[src/design/mpsq_pkg.sv]
// Package with shared constants and types of the masked pending signal queue.
package mpsq_pkg;

    // Default number of queue entries.
    localparam int DEFAULT_QUEUE_DEPTH = 32;

    // Field widths.
    localparam int SIG_W   = 4;
    localparam int MASK_W  = 16;
    localparam int TAKEN_W = 5;
    localparam int OCC_W   = 6;

    // Stream payload widths, padded to whole bytes.
    localparam int IN_DATA_W  = 24;
    localparam int OUT_DATA_W = 16;

    // Command codes.
    localparam logic CMD_INSERT = 1'b0;
    localparam logic CMD_TAKE   = 1'b1;

    // Returned when no signal is removed.
    localparam logic [TAKEN_W-1:0] NO_SIGNAL = 5'd16;

    // Per-cell control from the top level.
    typedef struct packed {
        logic occupied;
        logic load;
        logic take;
    } t_cell_ctl;

    // Search chain passed from the older cell to the younger one.
    typedef struct packed {
        logic             found;
        logic [SIG_W-1:0] sig;
    } t_chain;

endpackage

[src/design/mpsq_cell.sv]
// One queue slot: holds a signal number, joins the first-unblocked search and shifts.
module mpsq_cell
    import mpsq_pkg::*;
(
    input  logic              i_clk,
    input  t_cell_ctl         i_ctl,
    input  logic [MASK_W-1:0] i_mask,
    input  logic [SIG_W-1:0]  i_ins_sig,
    input  logic [SIG_W-1:0]  i_next_sig,
    input  t_chain            i_chain,
    output t_chain            o_chain,
    output logic [SIG_W-1:0]  o_sig
);

    logic [SIG_W-1:0] r_sig;
    logic             eligible;

    // This slot qualifies when it holds an entry whose signal is not blocked.
    assign eligible = i_ctl.occupied && !i_mask[r_sig];

    // The oldest eligible slot wins; later slots pass its number along.
    always_comb begin
        o_chain.found = i_chain.found | eligible;
        o_chain.sig   = i_chain.found ? i_chain.sig : r_sig;
    end

    assign o_sig = r_sig;

    // Load at the tail on insert, or take the younger neighbor's entry from the hit on.
    always_ff @(posedge i_clk) begin
        if (i_ctl.load) begin
            r_sig <= i_ins_sig;
        end else if (i_ctl.take && o_chain.found) begin
            r_sig <= i_next_sig;
        end
    end

endmodule

[src/design/masked_pending_signal_queue_unit.sv]
// Top level of the masked pending signal queue: a row of slot cells with an output register.
//
//  channel   dir  fields (low bit up)
//  s_axis    in   tdata: signal_number[3:0], blocked_mask[19:4]; tuser: command
//  m_axis    out  tdata: taken_signal[4:0], accepted[5], occupancy[11:6]
//
// Each beat is handled in the cycle it is accepted: one item per cycle while the output side is not stalled.
// The first-unblocked search ripples through the row of cells, oldest first,
// and the same edge shifts the younger entries down over the removed one.
// The result waits in an output register; a new beat is taken whenever that
// register is empty or is being read in the same cycle.
// Reset clears the entry count and the output valid; slot contents need none.
module masked_pending_signal_queue_unit
    import mpsq_pkg::*;
#(
    parameter int QUEUE_DEPTH = DEFAULT_QUEUE_DEPTH
) (
    input  logic                  i_clk,
    input  logic                  i_rst_n,
    input  logic                  s_axis_tvalid,
    output logic                  s_axis_tready,
    // signal_number[3:0], blocked_mask[19:4], zero pad
    input  logic [IN_DATA_W-1:0]  s_axis_tdata,
    // command
    input  logic                  s_axis_tuser,
    output logic                  m_axis_tvalid,
    input  logic                  m_axis_tready,
    // taken_signal[4:0], accepted[5], occupancy[11:6], zero pad
    output logic [OUT_DATA_W-1:0] m_axis_tdata
);

    localparam int CW = $clog2(QUEUE_DEPTH + 1);

    logic [CW-1:0]         r_count;
    logic [CW-1:0]         n_count;
    logic                  r_out_valid;
    logic [OUT_DATA_W-1:0] r_out_data;
    logic [OUT_DATA_W-1:0] n_out_data;

    logic                  in_fire;
    logic                  is_insert;
    logic                  is_take;
    logic                  full;
    logic [SIG_W-1:0]      in_sig;
    logic [MASK_W-1:0]     in_mask;

    t_chain                chain [QUEUE_DEPTH+1];
    logic [SIG_W-1:0]      cell_sig [QUEUE_DEPTH];

    // Beat decode.
    assign s_axis_tready = !r_out_valid || m_axis_tready;
    assign in_fire   = s_axis_tvalid && s_axis_tready;
    assign is_insert = in_fire && (s_axis_tuser == CMD_INSERT);
    assign is_take   = in_fire && (s_axis_tuser == CMD_TAKE);
    assign full      = (r_count == CW'(QUEUE_DEPTH));
    assign in_sig    = s_axis_tdata[SIG_W-1:0];
    assign in_mask   = s_axis_tdata[SIG_W+MASK_W-1:SIG_W];

    // Row of slot cells; the search enters at the oldest slot.
    assign chain[0] = '{found: 1'b0, sig: '0};

    for (genvar i = 0; i < QUEUE_DEPTH; i++) begin : g_cell
        t_cell_ctl        ctl;
        logic [SIG_W-1:0] next_sig;

        always_comb begin
            ctl.occupied = (CW'(i) < r_count);
            ctl.load     = is_insert && !full && (r_count == CW'(i));
            ctl.take     = is_take;
        end

        if (i + 1 < QUEUE_DEPTH) begin : g_mid
            assign next_sig = cell_sig[i+1];
        end else begin : g_last
            assign next_sig = cell_sig[i];
        end

        mpsq_cell u_cell (
            .i_clk      (i_clk),
            .i_ctl      (ctl),
            .i_mask     (in_mask),
            .i_ins_sig  (in_sig),
            .i_next_sig (next_sig),
            .i_chain    (chain[i]),
            .o_chain    (chain[i+1]),
            .o_sig      (cell_sig[i])
        );
    end

    // Next count and the result beat.
    always_comb begin
        logic [TAKEN_W-1:0] taken;
        logic               accepted;
        n_count  = r_count;
        taken    = NO_SIGNAL;
        accepted = 1'b1;
        if (is_insert) begin
            if (full) begin
                accepted = 1'b0;
            end else begin
                n_count = r_count + CW'(1);
            end
        end else if (is_take && chain[QUEUE_DEPTH].found) begin
            taken   = TAKEN_W'(chain[QUEUE_DEPTH].sig);
            n_count = r_count - CW'(1);
        end
        n_out_data = {4'b0000, OCC_W'(n_count), accepted, taken};
    end

    // Count and output register.
    always_ff @(posedge i_clk) begin
        if (!i_rst_n) begin
            r_count     <= '0;
            r_out_valid <= 1'b0;
        end else begin
            r_count <= n_count;
            if (in_fire) begin
                r_out_valid <= 1'b1;
            end else if (m_axis_tready) begin
                r_out_valid <= 1'b0;
            end
        end
    end

    always_ff @(posedge i_clk) begin
        if (in_fire) begin
            r_out_data <= n_out_data;
        end
    end

    assign m_axis_tvalid = r_out_valid;
    assign m_axis_tdata  = r_out_data;

    // The count never passes the queue depth.
    a_count_range: assert property (@(posedge i_clk) disable iff (!i_rst_n)
        r_count <= CW'(QUEUE_DEPTH))
        else $error("entry count beyond queue depth");

    // An insert into a queue with room grows the count by one.
    a_insert_grows: assert property (@(posedge i_clk) disable iff (!i_rst_n)
        (is_insert && !full) |=> (r_count == $past(r_count) + CW'(1)))
        else $error("insert did not grow the count");

    // A take that finds nothing leaves the count alone.
    a_take_miss: assert property (@(posedge i_clk) disable iff (!i_rst_n)
        (is_take && !chain[QUEUE_DEPTH].found) |=> (r_count == $past(r_count)))
        else $error("unsuccessful take changed the count");

endmodule

[config.mk]
export PLATFORM = sky130hd
export DESIGN_NAME = masked_pending_signal_queue_unit
export DESIGN_NICKNAME = d
export VERILOG_FILES = /design/src/design/mpsq_pkg.sv /design/src/design/mpsq_cell.sv /design/src/design/masked_pending_signal_queue_unit.sv
export SDC_FILE = /design/constraint.sdc
export NUM_CORES = 1
export LEC_CHECK = 0
export BUFFER_PORTS_ARGS = -buffer_cell sky130_fd_sc_hd__clkbuf_2
export CAP_MARGIN = 0
export CORE_ASPECT_RATIO = 0.7
export CORE_UTILIZATION = 58
export CTS_BUF_LIST = sky130_fd_sc_hd__clkbuf_16
export CTS_CLUSTER_SIZE = 10
export DETAILED_ROUTE_END_ITERATION = 6
export PLACE_DENSITY_LB_ADDON = 0.05
export SYNTH_ARGS = -nofsm -noshare
export SYNTH_HDL_FRONTEND = slang
export SYNTH_HIERARCHICAL = 1
export SYNTH_SLANG_ARGS = --single-unit
export TNS_END_PERCENT = 20
[constraint.sdc]
create_clock -name i_clk -period 11.75 [get_ports i_clk]
set_input_delay 1.175 -clock i_clk [delete_from_list [all_inputs] [get_ports i_clk]]
set_output_delay 1.175 -clock i_clk [all_outputs]
set_load 0.01 [all_outputs]
-- Word-level counts from Yosys, hierarchy flattened
Index checks and enable logic that the tools add are counted.
W data, S select, Z words.
- add/subtract/negate cells: 2
- multiply operators: 0
- divide/modulo/power cells: 0
- $lt $le $gt $ge: 64
- equal/unequal tests: 32
- shift operators: 0
- muxes and demuxes: 164
- bitwise logic cells: 33
- reductions and logical operators: 169
- operators by type and width (cell ; count):
    $mux W4 ; 93
    $lt A4 B5 Y1 const B ; 32
    $bmux W1 S4 ; 32
    $logic_and A1 B1 Y1 ; 100
    $eq A6 B5 Y1 const B ; 16
    $lt A5 B6 Y1 const A ; 16
    $reduce_bool A2 Y1 ; 32
    $eq A6 B4 Y1 const B ; 8
    $lt A4 B6 Y1 const A ; 8
    $mux W1 ; 35
    $logic_not A1 Y1 ; 34
    $or A1 B1 Y1 ; 31
    $eq A6 B3 Y1 const B ; 4
    $lt A3 B6 Y1 const A ; 4
    $mux W6 ; 3
    $eq A6 B2 Y1 const B ; 2
    $lt A1 B6 Y1 const A ; 2
    $lt A2 B6 Y1 const A ; 2
    $add A6 B1 Y6 const B ; 1
    $eq A6 B1 Y1 const B ; 1
    $eq A6 B6 Y1 const B ; 1
    $logic_not A6 Y1 ; 1
    $sub A6 B1 Y6 const B ; 1
    $mux W5 ; 1
    other kinds (3) ; 4
- bits in registers: 147
- bits in latches: 0
- memory bits (writable): 0
- ROM bits: 0
- bits of input ports: 29
- output and inout port bits: 18
- logic and storage cells: 502
- memories: 0

-- Depth between registers and ports, before layout
Gate-level depths: netlist (run 1).
- depth in word-level cells: 38
- depth in mapped cells: 41
- gate-level depth less buffers: 40

-- Cells and area by module
The synthesis (run 1) kept the hierarchy.
- modules (own cells, without submodules) (module ; times used ; cells each ; area an instance (um^2) ; sequential area each (um^2)):
    mpsq_cell ; 32 ; 23 ; 375.4 ; 120.1
    masked_pending_signal_queue_unit ; 1 ; 194 ; 1539.0 ; 500.5

-- Worst setup path after synthesis (run 1)
Ideal clock, no wire load.
- path kind: in2reg
- from: in s_axis_tdata[15]
- to: reg r_out_data[0], in the netlist m_axis_tdata[0] (data pin)
- setup time: 255 ps
- arrival: 11065 ps
- data required time: 11495 ps
- slack: 430 ps
- stages on the path: 36
- path buffers: 0
- cells stage by stage: mux4_1 -> mux2_2 -> nand2_2 -> a31o_1 -> mux2_1 -> mux2_1 -> mux2_1 -> mux2_1 -> mux2_1 -> mux2_1 -> mux2_1 -> mux2_1 -> mux2_1 -> mux2_1 -> mux2_1 -> mux2_1 -> mux2_1 -> mux2_1 -> mux2_1 -> mux2_1 -> mux2_1 -> mux2_1 -> mux2_1 -> mux2_1 -> mux2_1 -> mux2_1 -> mux2_1 -> mux2_1 -> mux2_1 -> mux2_1 -> mux2_1 -> mux2_1 -> mux2_1 -> mux2_1 -> mux2_1 -> and2_1
- RTL lines (element ; line ; source):
    start: declaration ; masked_pending_signal_queue_unit.sv:23 ; input logic [IN_DATA_W-1:0] s_axis_tdata,
    end signal: assignment ; masked_pending_signal_queue_unit.sv:127 ; r_out_data <= n_out_data;
    end: declaration ; masked_pending_signal_queue_unit.sv:37 ; logic [OUT_DATA_W-1:0] r_out_data;

==> results.md, run 1 <==
- Gpl congestion: 0.9379
- Iter 0 DRT Violations: about 1300
- Post-synth EDFFs: 140
- Seq/Total Area, Yosys: 32.06%
- Final Max Slew Viols: 0
- CP max stage delay: approximately 0.49 ns
- Worst Tran Pin Value: 1.133 ns
- Max frequency: 87.08 MHz
- Vias after detailed routing: 10097
- Area grow syn2layout: 12.52%
- Layout net count: ~1100
- Top_reg_cell synth: edfxtp_1
- Vias in the first global route: 9740
- Mean number of vias per cell: 7.333
- Largest area contributor in the netlist: edfxtp_1
- Final instance area: between 0.015 and 0.02 mm²
- Setup TNS: 0 ns
- Die X: 184.7 µm
- Worst vdd ir: 0.1143 mV
- WP buf/inv: 1
- GRT Overall Usage: 35.59%
- CTS tree: built
- Final setup violation count: 0
- Drt drc: 0
- Post-route ant nets: 0
- Std cell rows: 46
- Crit path max-delay family: multiplexers
- Avg Cell Area, Syn: 14.57 µm²
- GRT overflow: 0
- Count leader, synth: mux2_1
- Routed WL: 41.39 mm
- Pre-CTS setup slack: -0.5317 ns
- Final WS setup: 0.2670 ns
- CP max FO: 6
- Register bit total from synthesis: ~150
- Crit path required time: 11.94 ns
- Reg area: around 0.0043 mm²
- Lkg Pwr: a little over 0.006 µW
- Num ports: 47
- First drt pass iteration count: 6
- Critical Path Most Common Cell: mux2_1
- Hold crit path type: reg2reg
- Max Cap Viol: 0
- Clock root buffer master: clkbuf_16
- H-tree depth: 4
- Clk_skew: between 0.01 and 0.015 ns
- Pwr per Cell Area: 148.8 mW/mm²
- Largest net degree at the start of global routing: 35
- DP Area: approximately 0.015 mm²
- FILL cells: roughly 1700
- CP Capture Type: flip-flop
- CTS buffer count: 17
- Slowest library cell on the worst path: mux4_1
- Kind of critical path: in2reg
- Final critical-path required period: roughly 11 ns
- Leading post-synthesis cells by instance count: 192 x mux2_1, 140 x edfxtp_1, 128 x mux4_1, 96 x mux2_2, 36 x mux2i_1
- Die area: 0.02399 mm²
- Status: finished, final reports clean
- Ranking of synthesized cells by area: edfxtp_1 31%, mux4_1 25%, mux2_1 16%
- Hold Vio Cnt, Final: 0
- Worst-skew pair later-pin latency: 0.44 ns
- Post-synth cell types: 58
- Hold-fix buffers, CTS: 0
- Asr flop ratio synth: 0%
- Area of the multi-input gates: between 0.009 and 0.01 mm²
- Worst rel slew slack: 23.78%
- CP Launch Type: input port
- Fin crit share: 97.73%
- WP data arrival: approximately 12 ns
- CTS Buffer Depth: 2
- Mapped Area: approximately 0.014 mm²
- Fraction of layout cells with a size suffix above 1: 29.35%
- Share of the synthesized area in the top cell type: a little under a third
- Cells after Synth: 930
- First-pass GRT wire length: slightly above 60 mm
- Clock Sink Count: 147
- Power, Total: 2269 µW
- Initial Utilization: 59.45%
- Core Region: 0.02279 mm²
- DP HPWL: around 26 mm
- Synth warnings: 6
- Worst-path clk slew: 0.06 ns
- Routed wire per std cell: 30.06 µm
- RSZ-0062 raised after global routing: no
- Die extent in y: ~130 µm
- Initial antenna violation count: 1
- Port buffer count: 38
[tightest hold or removal path: stages, from the launching register on]
cell and delay [ns]:
dfxtp_1 0.31, buf_4 0.16, nand2_1 0.06, mux2i_1 0.06
[stage by stage]
| stage | hold slack, ns | util [%] | std cells |
|---|---|---|---|
| floorplan | 0.5204 | - | 943 |
| global placement | 0.5988 | 64.03 | 1344 |
| detailed placement | 0.6126 | 64.03 | 1344 |
| CTS | 0.6266 | 66.79 | 1375 |
| global route | 0.6451 | 66.89 | 1376 |
| finish | 0.6265 | 66.90 | 1377 |
[cell usage in the layout (no fill, tap or decap), types with 5 or more instances in the layout]
| master | Yosys | routed |
|---|---|---|
| mux2_1 | 192 | 174 |
| edfxtp_1 | 140 | 140 |
| mux4_1 | 128 | 125 |
| mux2_2 | 96 | 107 |
| buf_4 | 6 | 67 |
| clkbuf_2 | 0 | 38 |
| mux2i_1 | 36 | 36 |
| nand2_2 | 33 | 33 |
| a41o_1 | 33 | 33 |
| or2_1 | 32 | 32 |
| a21o_1 | 32 | 32 |
| nor2_1 | 27 | 27 |
| a31o_1 | 32 | 25 |
| nand2_1 | 24 | 24 |
| clkbuf_16 | 0 | 17 |
| conb_1 | 1 | 14 |
| a21oi_1 | 9 | 9 |
| nor3_1 | 9 | 9 |
| inv_1 | 6 | 8 |
| a31o_2 | 1 | 7 |
| mux2_4 | 0 | 7 |
| dfxtp_1 | 7 | 7 |
| nor4_1 | 7 | 6 |
| nand3_1 | 6 | 6 |
| nand2b_1 | 6 | 6 |
| o21bai_1 | 6 | 6 |
| and2_1 | 5 | 5 |
| o21ai_0 | 5 | 5 |
| bufinv_16 | 0 | 5 |
| clkinv_2 | 0 | 5 |
[logic make-up after synthesis]
group / count (synthesis) / share of synthesized area (%)
AOI/OAI and AO/OA: 126 / 7.710
xor gates and xnor gates: 4 / 0.2586
adders and majority gates: 4 / 0.3694
buffers and inverters: 26 / 0.9786
DFF: 147 / 32.06
muxes: 452 / 51.41
other: 1 / 0.02767
and+or+nand+nor: 170 / 7.184
[area by class of cell]
class | count | area share [%]
Inverter | 10 | 0.2462
Tap cell | 312 | 2.560
Clock inverter | 14 | 1.280
Timing Repair Buffer | 105 | 4.546
Sequential cell | 147 | 28.49
Antenna cell | 2 | 0.03282
Clock buffer | 17 | 2.790
Multi-Input combinational cell | 770 | 60.05
[final timing paths]
check,endpoint,slack (ns),from,cells past startpoint
max,m_axis_tdata[0]$_SDFFCE_PP0N_,0.27,s_axis_tdata[15],37
min reg2reg,r_count[0]$_SDFF_PN0_,0.63,r_count[0]$_SDFF_PN0_,3
min,r_count[0]$_SDFF_PN0_,0.63,r_count[0]$_SDFF_PN0_,3
max reg2reg,m_axis_tdata[0]$_SDFFCE_PP0N_,0.49,g_cell[0].u_cell/o_sig[0]$_DFFE_PP_,36
[state kept, by name, summed over array words and instances, names as in the netlist]
| register | count |
|---|---|
| g_cell.u_cell/o_sig | 128 |
| m_axis_tdata | 12 |
| m_axis_tvalid | 1 |
| r_count | 6 |
[routing by layer]
layer  vias to the layer above  share of wire (%)  track usage (%)
met2                       588                 43            51.28
li1                       4297                  -                -
met1                      5154                 46            53.22
met4                         0                1.4            8.313
met3                        58                 11            9.908
met5                         -                  0                0
[timing repair]
action,in CTS,in global routing
pin swaps,1,2
endpoints found under the setup margin,2,7
gates resized for setup,4,27
endpoints found under the hold margin,0,0
buffers inserted,0,0
[power breakdown]
group / internal [µW] / switching [µW]
Combinational: 534 / 432
Clock: 372 / 228
Sequential: 639 / 64.0
Note: power is estimated with default switching activity, not from simulation.
==> inputs of run 2 (changes only) <==
--- a/config.mk
+++ b/config.mk
@@ -8,6 +8,7 @@
 export BUFFER_PORTS_ARGS = -buffer_cell sky130_fd_sc_hd__clkbuf_2
 export CAP_MARGIN = 0
 export CORE_ASPECT_RATIO = 0.7
+export CORE_MARGIN = 3
 export CORE_UTILIZATION = 58
 export CTS_BUF_LIST = sky130_fd_sc_hd__clkbuf_16
 export CTS_CLUSTER_SIZE = 10
==> constraint.sdc (replaced) <==
create_clock -name i_clk -period 11.75 [get_ports i_clk]
set_input_delay 1.7625 -clock i_clk [delete_from_list [all_inputs] [get_ports i_clk]]
set_output_delay 1.7625 -clock i_clk [all_outputs]
set_load 0.01 [all_outputs]
==> run 2 against run 1 <==
Via count rose by 4.2%. Worst hold slack got worse by 0.032 ns. Global-route usage decreased by 0.62 points. Power rose by 4.5%. Largest cell class unchanged. Highest routed layer is now met5.
==> results.md, run 2 (synthesis results as in run 1) <==
- Final setup violation count: 0 (unchanged)
- Vias after detailed routing: 10521 (+4.2%)
- Clock root buffer master: clkbuf_16
- Std cell rows: 46 (unchanged)
- Hold-fix buffers, CTS: 0 (unchanged)
- Routed wire per std cell: 31.45 µm (+4.6%)
- Die X: 188.7 µm (+2.2%)
- DP Area: 0.01479 mm² (+1.4%)
- Critical Path Most Common Cell: mux2_4
- Pwr per Cell Area: 152.7 mW/mm² (+2.6%)
- Area grow syn2layout: 14.68%
- Clock Sink Count: 147 (unchanged)
- Fraction of layout cells with a size suffix above 1: 33.64% (+4.3 points)
- Clk_skew: 0.009866 ns (-0.0003717 ns)
- Largest net degree at the start of global routing: 39 (+11%)
- FF-to-FF Start: g_cell[0].u_cell/o_sig[0]$_DFFE_PP_
- Worst Tran Pin Value: 1.334 ns (+0.2010 ns)
- CP max stage delay: 0.50 ns (about the same)
- Gpl congestion: 1.014 (+8.1%)
- Hold crit path type: reg2reg
- DP HPWL: 29.77 mm (+16%)
- First drt pass iteration count: 7 (+1)
- CP max FO: 5 (-1)
- Fin crit share: 99.48% (+1.7 points)
- Worst-path clk slew: 0.06 ns (about the same)
- RSZ-0062 raised after global routing: yes
- Final instance area: 0.01554 mm² (+1.9%)
- Min-delay src: r_count[0]$_SDFF_PN0_
- CP Launch Type: input port
- CTS tree: built
- Crit path required time: 11.94 ns (about the same)
- Worst rel slew slack: 10.25% (-14 points)
- Die extent in y: 133.9 µm (+3.1%)
- WP data arrival: 11.88 ns (+0.21 ns)
- Worst vdd ir: 0.1171 mV (+2.4%)
- Hold Vio Cnt, Final: 0 (unchanged)
- Hold_ws: 0.5946 ns (-0.03189 ns)
- Slowest library cell on the worst path: mux4_1
- CTS Buffer Depth: 2 (unchanged)
- Most common cell after layout, fill and taps aside: mux2_1
- GRT overflow: 0 (unchanged)
- Sequential power share: 29.8% (-1.2 points)
- CTS buffer count: 17 (unchanged)
- Num ports: 47 (unchanged)
- Comb power frac: 45.1% (+2.5 points)
- Port buffer count: 38 (unchanged)
- GRT Overall Usage: 34.97% (-0.62 points)
- Most frequent cells in the layout: 159 x mux2_1, 140 x edfxtp_1, 125 x mux4_1, 95 x mux2_2, 91 x buf_4
- Max Cap Viol: 0 (unchanged)
- Worst-skew pair later-pin latency: 0.44 ns (about the same)
- Net Sw Power: 743.3 µW (+2.7%)
- Clock group share of total power: 25.1% (-1.3 points)
- Largest register FFs: 128 (unchanged)
- Hold path depth: 2 (-1)
- Status: finished, final reports clean
- Vias in the first global route: 10517 (+8.0%)
- Mean number of vias per cell: 7.510 (+2.4%)
- Layout net count: 1108 (+2.2%)
- CP Capture Type: flip-flop
- Net Sw Frac: 31.33% (-0.57 points)
- Die area: 0.02526 mm² (+5.3%)
- Core Region: 0.02279 mm² (unchanged)
- Lkg Pwr: 0.006385 µW (+4.2%)
- Kind of critical path: in2reg
- Final critical-path required period: 11.69 ns (+0.2054 ns)
- Routed WL: 44.06 mm (+6.4%)
- First-pass GRT wire length: 66.01 mm (+6.8%)
- CP startpoint: s_axis_tdata[13]
- Initial antenna violation count: 4 (+3)
- Drt drc: 0 (unchanged)
- H-tree depth: 4 (unchanged)
- Max frequency: 85.55 MHz (-1.8%)
- Final Max Slew Viols: 0 (unchanged)
- Iter 0 DRT Violations: 1305 (+1.8%)
- Int Pwr: 1629 µW (+5.4%)
- FF-to-FF path depth: 36 (unchanged)
- Initial Utilization: 59.45% (unchanged)
- Post-route ant nets: 0 (unchanged)
run 2: cell count changes in the layout (fill, tap and decap cells not counted), moves of 12 or more:
cell	previous run	this run
mux2_4	7	34
a31o_2	7	22
a31o_1	25	9
mux2_1	174	159
mux2_2	107	95
buf_4	67	91
run 2: stage by stage:
step                        TNS [ns]  total power [µW]  util, %  std cells  setup WS (ns)
final                              0              2372    68.18       1401        0.06159
after global routing         -0.1356              2455    68.17       1400       -0.06243
after CTS                  -0.001362              2324    67.95       1399      -0.001362
after detailed placement      -3.234              1656    64.90       1366         -1.040
after global placement        -2.254              1635    64.90       1366         -1.034
after floorplan           -0.0001030              1366        -        943     -0.0001030
run 2: power groups by stage:
stage	clock, µW	combinational [µW]	sequential [µW]
6_report	595	1070	707
5_1_grt	622	1120	713
4_1_cts	600	1020	705
3_5_place_dp	0	941	715
3_3_place_gp	0	924	711
2_1_floorplan	0	673	693
run 2: cell type report:
cell class	count	area, µm²
diodes	1	2.502
clock buffers	17	425.4
clock inverters	15	197.7
fillers	1570	7252
inverters	10	37.54
multi-input cells	770	9269
flip-flops and latches	147	4344
well taps	312	390.4
repair buffers	129	873.3
run 2: final timing paths:
path	to	slack (ns)
max	m_axis_tdata[0]$_SDFFCE_PP0N_	0.06
min	r_count[0]$_SDFF_PN0_	0.59
max reg2reg	m_axis_tdata[0]$_SDFFCE_PP0N_	0.84
min reg2reg	r_count[0]$_SDFF_PN0_	0.59
run 2: repair_timing:
action / CTS / global route
gates resized for setup: 26 / 33
pin swaps: 2 / 3
setup endpoints to repair: 2 / 21
buffers inserted: 1 / 1
run 2: worst max-delay path, delay by kind of cell:
family	cells	cell delay, ns
AO/OA/AOI/OAI	1	0.19
buffers and inverters	1	0.12
multiplexers	33	9.59
AND/OR/NAND/NOR	2	0.22
run 2: per-layer routing:
metal | GRT usage [%] | share of wire [%]
met3 | 10.97 | 12
met4 | 12.44 | 3.2
met5 | 0 | 0.068
met1 | 48.70 | 41
met2 | 52.24 | 44
==> inputs of run 3 (changes only) <==
==> constraint.sdc (replaced) <==
create_clock -name i_clk -period 11.75 [get_ports i_clk]
set_input_delay 0.5875 -clock i_clk [delete_from_list [all_inputs] [get_ports i_clk]]
set_output_delay 0.5875 -clock i_clk [all_outputs]
set_load 0.01 [all_outputs]
==> run 3 against run 2 <==
Routed wire length fell by 6.6%. Clock power fell by 7.2%. Critical endpoint is now m_axis_tdata[3]$_SDFFCE_PP0N_. First-iteration DRC count fell by 8.1%. Sequential power fell by 0.6%. Fmax rose by 2.0%. Count of clock-buffer cells in the layout did not move. Non-clock buffer count fell by 30. Register-to-register slack got worse by 0.55 ns. Via count fell by 3.9%. Flip-flop and latch count did not move. Critical path depth fell by 1.
==> results.md, run 3 (synthesis results as in run 1) <==
- Vias after detailed routing: 10107 (-3.9%)
- Post-route ant nets: 0 (unchanged)
- First-pass GRT wire length: 61.98 mm (-6.1%)
- Most common cell after layout, fill and taps aside: mux2_1
- Mean number of vias per cell: 7.383 (-1.7%)
- Pwr per Cell Area: 145.4 mW/mm² (-4.8%)
- Core Region: 0.02279 mm² (unchanged)
- WP buf/inv: 0 (-1)
- Worst Tran Pin Value: 1.193 ns (-0.1412 ns)
- Fraction of layout cells with a size suffix above 1: 28.57% (-5.1 points)
- Final critical-path required period: 11.46 ns (-0.2273 ns)
- Final Max Slew Viols: 0 (unchanged)
- Worst rel slew slack: 19.75% (+9.5 points)
- Hold crit path type: in2reg
- Worst-path clk slew: 0.06 ns (about the same)
- Power, Total: 2199 µW (-7.3%)
- CTS buffer count: 17 (unchanged)
- Inserted Diodes: 0 (-1)
- Reg-to-Reg End: m_axis_tdata[3]$_SDFFCE_PP0N_
- Gpl congestion: 0.9768 (-3.6%)
- Max Cap Viol: 0 (unchanged)
- Clock Sink Count: 147 (unchanged)
- Layout net count: 1078 (-2.7%)
- Largest register FFs: 128 (unchanged)
- CTS Buffer Depth: 2 (unchanged)
- Area grow syn2layout: 11.66%
- CTS tree: built
- Initial antenna violation count: 0 (-4)
- GRT Overall Usage: 32.71% (-2.3 points)
- Fin crit share: 97.54% (-1.9 points)
- Critical Path Most Common Cell: mux2_1
- CP Capture Type: flip-flop
- Pre-CTS setup slack: 0.01580 ns (+1.055 ns)
- FF-to-FF Start: g_cell[0].u_cell/o_sig[0]$_DFFE_PP_
- Number of cells on the critical path: 36 (-2.7%)
- Clk_skew: 0.008792 ns (-0.001074 ns)
- FF-to-FF path depth: 36 (unchanged)
- Drt drc: 0 (unchanged)
- GRT overflow: 0 (unchanged)
- Initial Utilization: 59.45% (unchanged)
- CP Launch Type: flip-flop
- CP max stage delay: 0.56 ns (+0.06 ns)
- Most frequent cells in the layout: 181 x mux2_1, 140 x edfxtp_1, 124 x mux4_1, 106 x mux2_2, 61 x buf_4
- Status: finished, final reports clean
- Routed WL: 41.16 mm (-6.6%)
- Worst vdd ir: 0.1122 mV (-4.2%)
- WP data arrival: 11.66 ns (-0.22 ns)
- Hold-fix buffers, CTS: 0 (unchanged)
- Hold Vio Cnt, Final: 0 (unchanged)
- Vias in the first global route: 9851 (-6.3%)
- Routed wire per std cell: 30.07 µm (-4.4%)
- End of the critical path: m_axis_tdata[3]$_SDFFCE_PP0N_
- Crit path required time: 11.95 ns (about the same)
- Worst-skew pair later-pin latency: 0.44 ns (about the same)
- H-tree depth: 4 (unchanged)
- Setup TNS: 0 ns (unchanged)
- CP max FO: 6 (+1)
- Port buffer count: 38 (unchanged)
- Die area: 0.02526 mm² (unchanged)
- Fin util: 66.39% (-1.8 points)
- Die extent in y: 133.9 µm (unchanged)
- Lkg Pwr: 0.006042 µW (-5.4%)
- Std cell rows: 46 (unchanged)
- Largest net degree at the start of global routing: 43 (+10%)
- Clock root buffer master: clkbuf_16
- CP startpoint: g_cell[0].u_cell/o_sig[0]$_DFFE_PP_
- R2R setup slack: 0.29 ns (-0.55 ns)
- Final setup violation count: 0 (unchanged)
- Kind of critical path: reg2reg
- First drt pass iteration count: 5 (-2)
- DP HPWL: 25.60 mm (-14%)
- Slowest library cell on the worst path: mux4_2
- Hold_ws: 0.5260 ns (-0.06861 ns)
- Die X: 188.7 µm (unchanged)
- Iter 0 DRT Violations: 1199 (-8.1%)
- Num ports: 47 (unchanged)
- Crit path max-delay family: multiplexers
- Final WS setup: 0.2889 ns (+0.2273 ns)
- Max frequency: 87.25 MHz (+2.0%)
## run 3: power by group
group	internal [µW]	total [µW]	switching (µW)
logic	516	944	429
clock network	327	552	225
registers	640	703	63.3
total	1480	2200	717
## run 3: metrics by stage
stage	cells	area, µm²
floorplan	943	13600
global placement	1334	14510
detailed placement	1334	14510
CTS	1365	15080
global route	1369	15130
finish	1369	15130
## run 3: how the worst min path moves through the flow
stage | start | endpoint | slack, ns | depth (start not counted)
after CTS | i_rst_n | r_count[2]$_SDFF_PN0_ | 0.50 | 3
after floorplan | r_count[0]$_SDFF_PN0_ | r_count[0]$_SDFF_PN0_ | 0.52 | 2
after detailed placement | g_cell[16].u_cell/o_sig[3]$_DFFE_PP_ | g_cell[15].u_cell/o_sig[3]$_DFFE_PP_ | 0.61 | 1
final | i_rst_n | r_count[2]$_SDFF_PN0_ | 0.53 | 3
after global placement | g_cell[12].u_cell/o_sig[3]$_DFFE_PP_ | g_cell[11].u_cell/o_sig[3]$_DFFE_PP_ | 0.61 | 1
after global routing | i_rst_n | r_count[2]$_SDFF_PN0_ | 0.52 | 3
## run 3: repair_timing
action | 4_1_cts | 5_1_grt
setup endpoints to repair | 0 | 17
endpoints found under the hold margin | 0 | 0
buffers inserted | 0 | 4
gates resized for setup | 0 | 30
## run 3: layout make-up
class	instances	area (µm²)
clock buffers	17	425.4
clock inverters	14	146.4
fillers	1710	7661
inverters	10	37.54
multi-input cells	770	9139
flip-flops and latches	147	4344
well taps	312	390.4
repair buffers	99	648.1
## run 3: routing by layer
metal	wire, µm	GRT usage, %	up-vias
met3	4884	11.55	65
met1	18270	49.17	5081
met4	699	7.110	0
met2	17310	45.86	672
met5	0	0	-
li1	-	-	4289
## run 3: worst reg2reg max path, delay by kind of cell, from the launching register on
family	cells	cell delay, ns
AOI/OAI and AO/OA	1	0.21
DFF	1	0.52
muxes	33	10.17
and+or+nand+nor	2	0.31
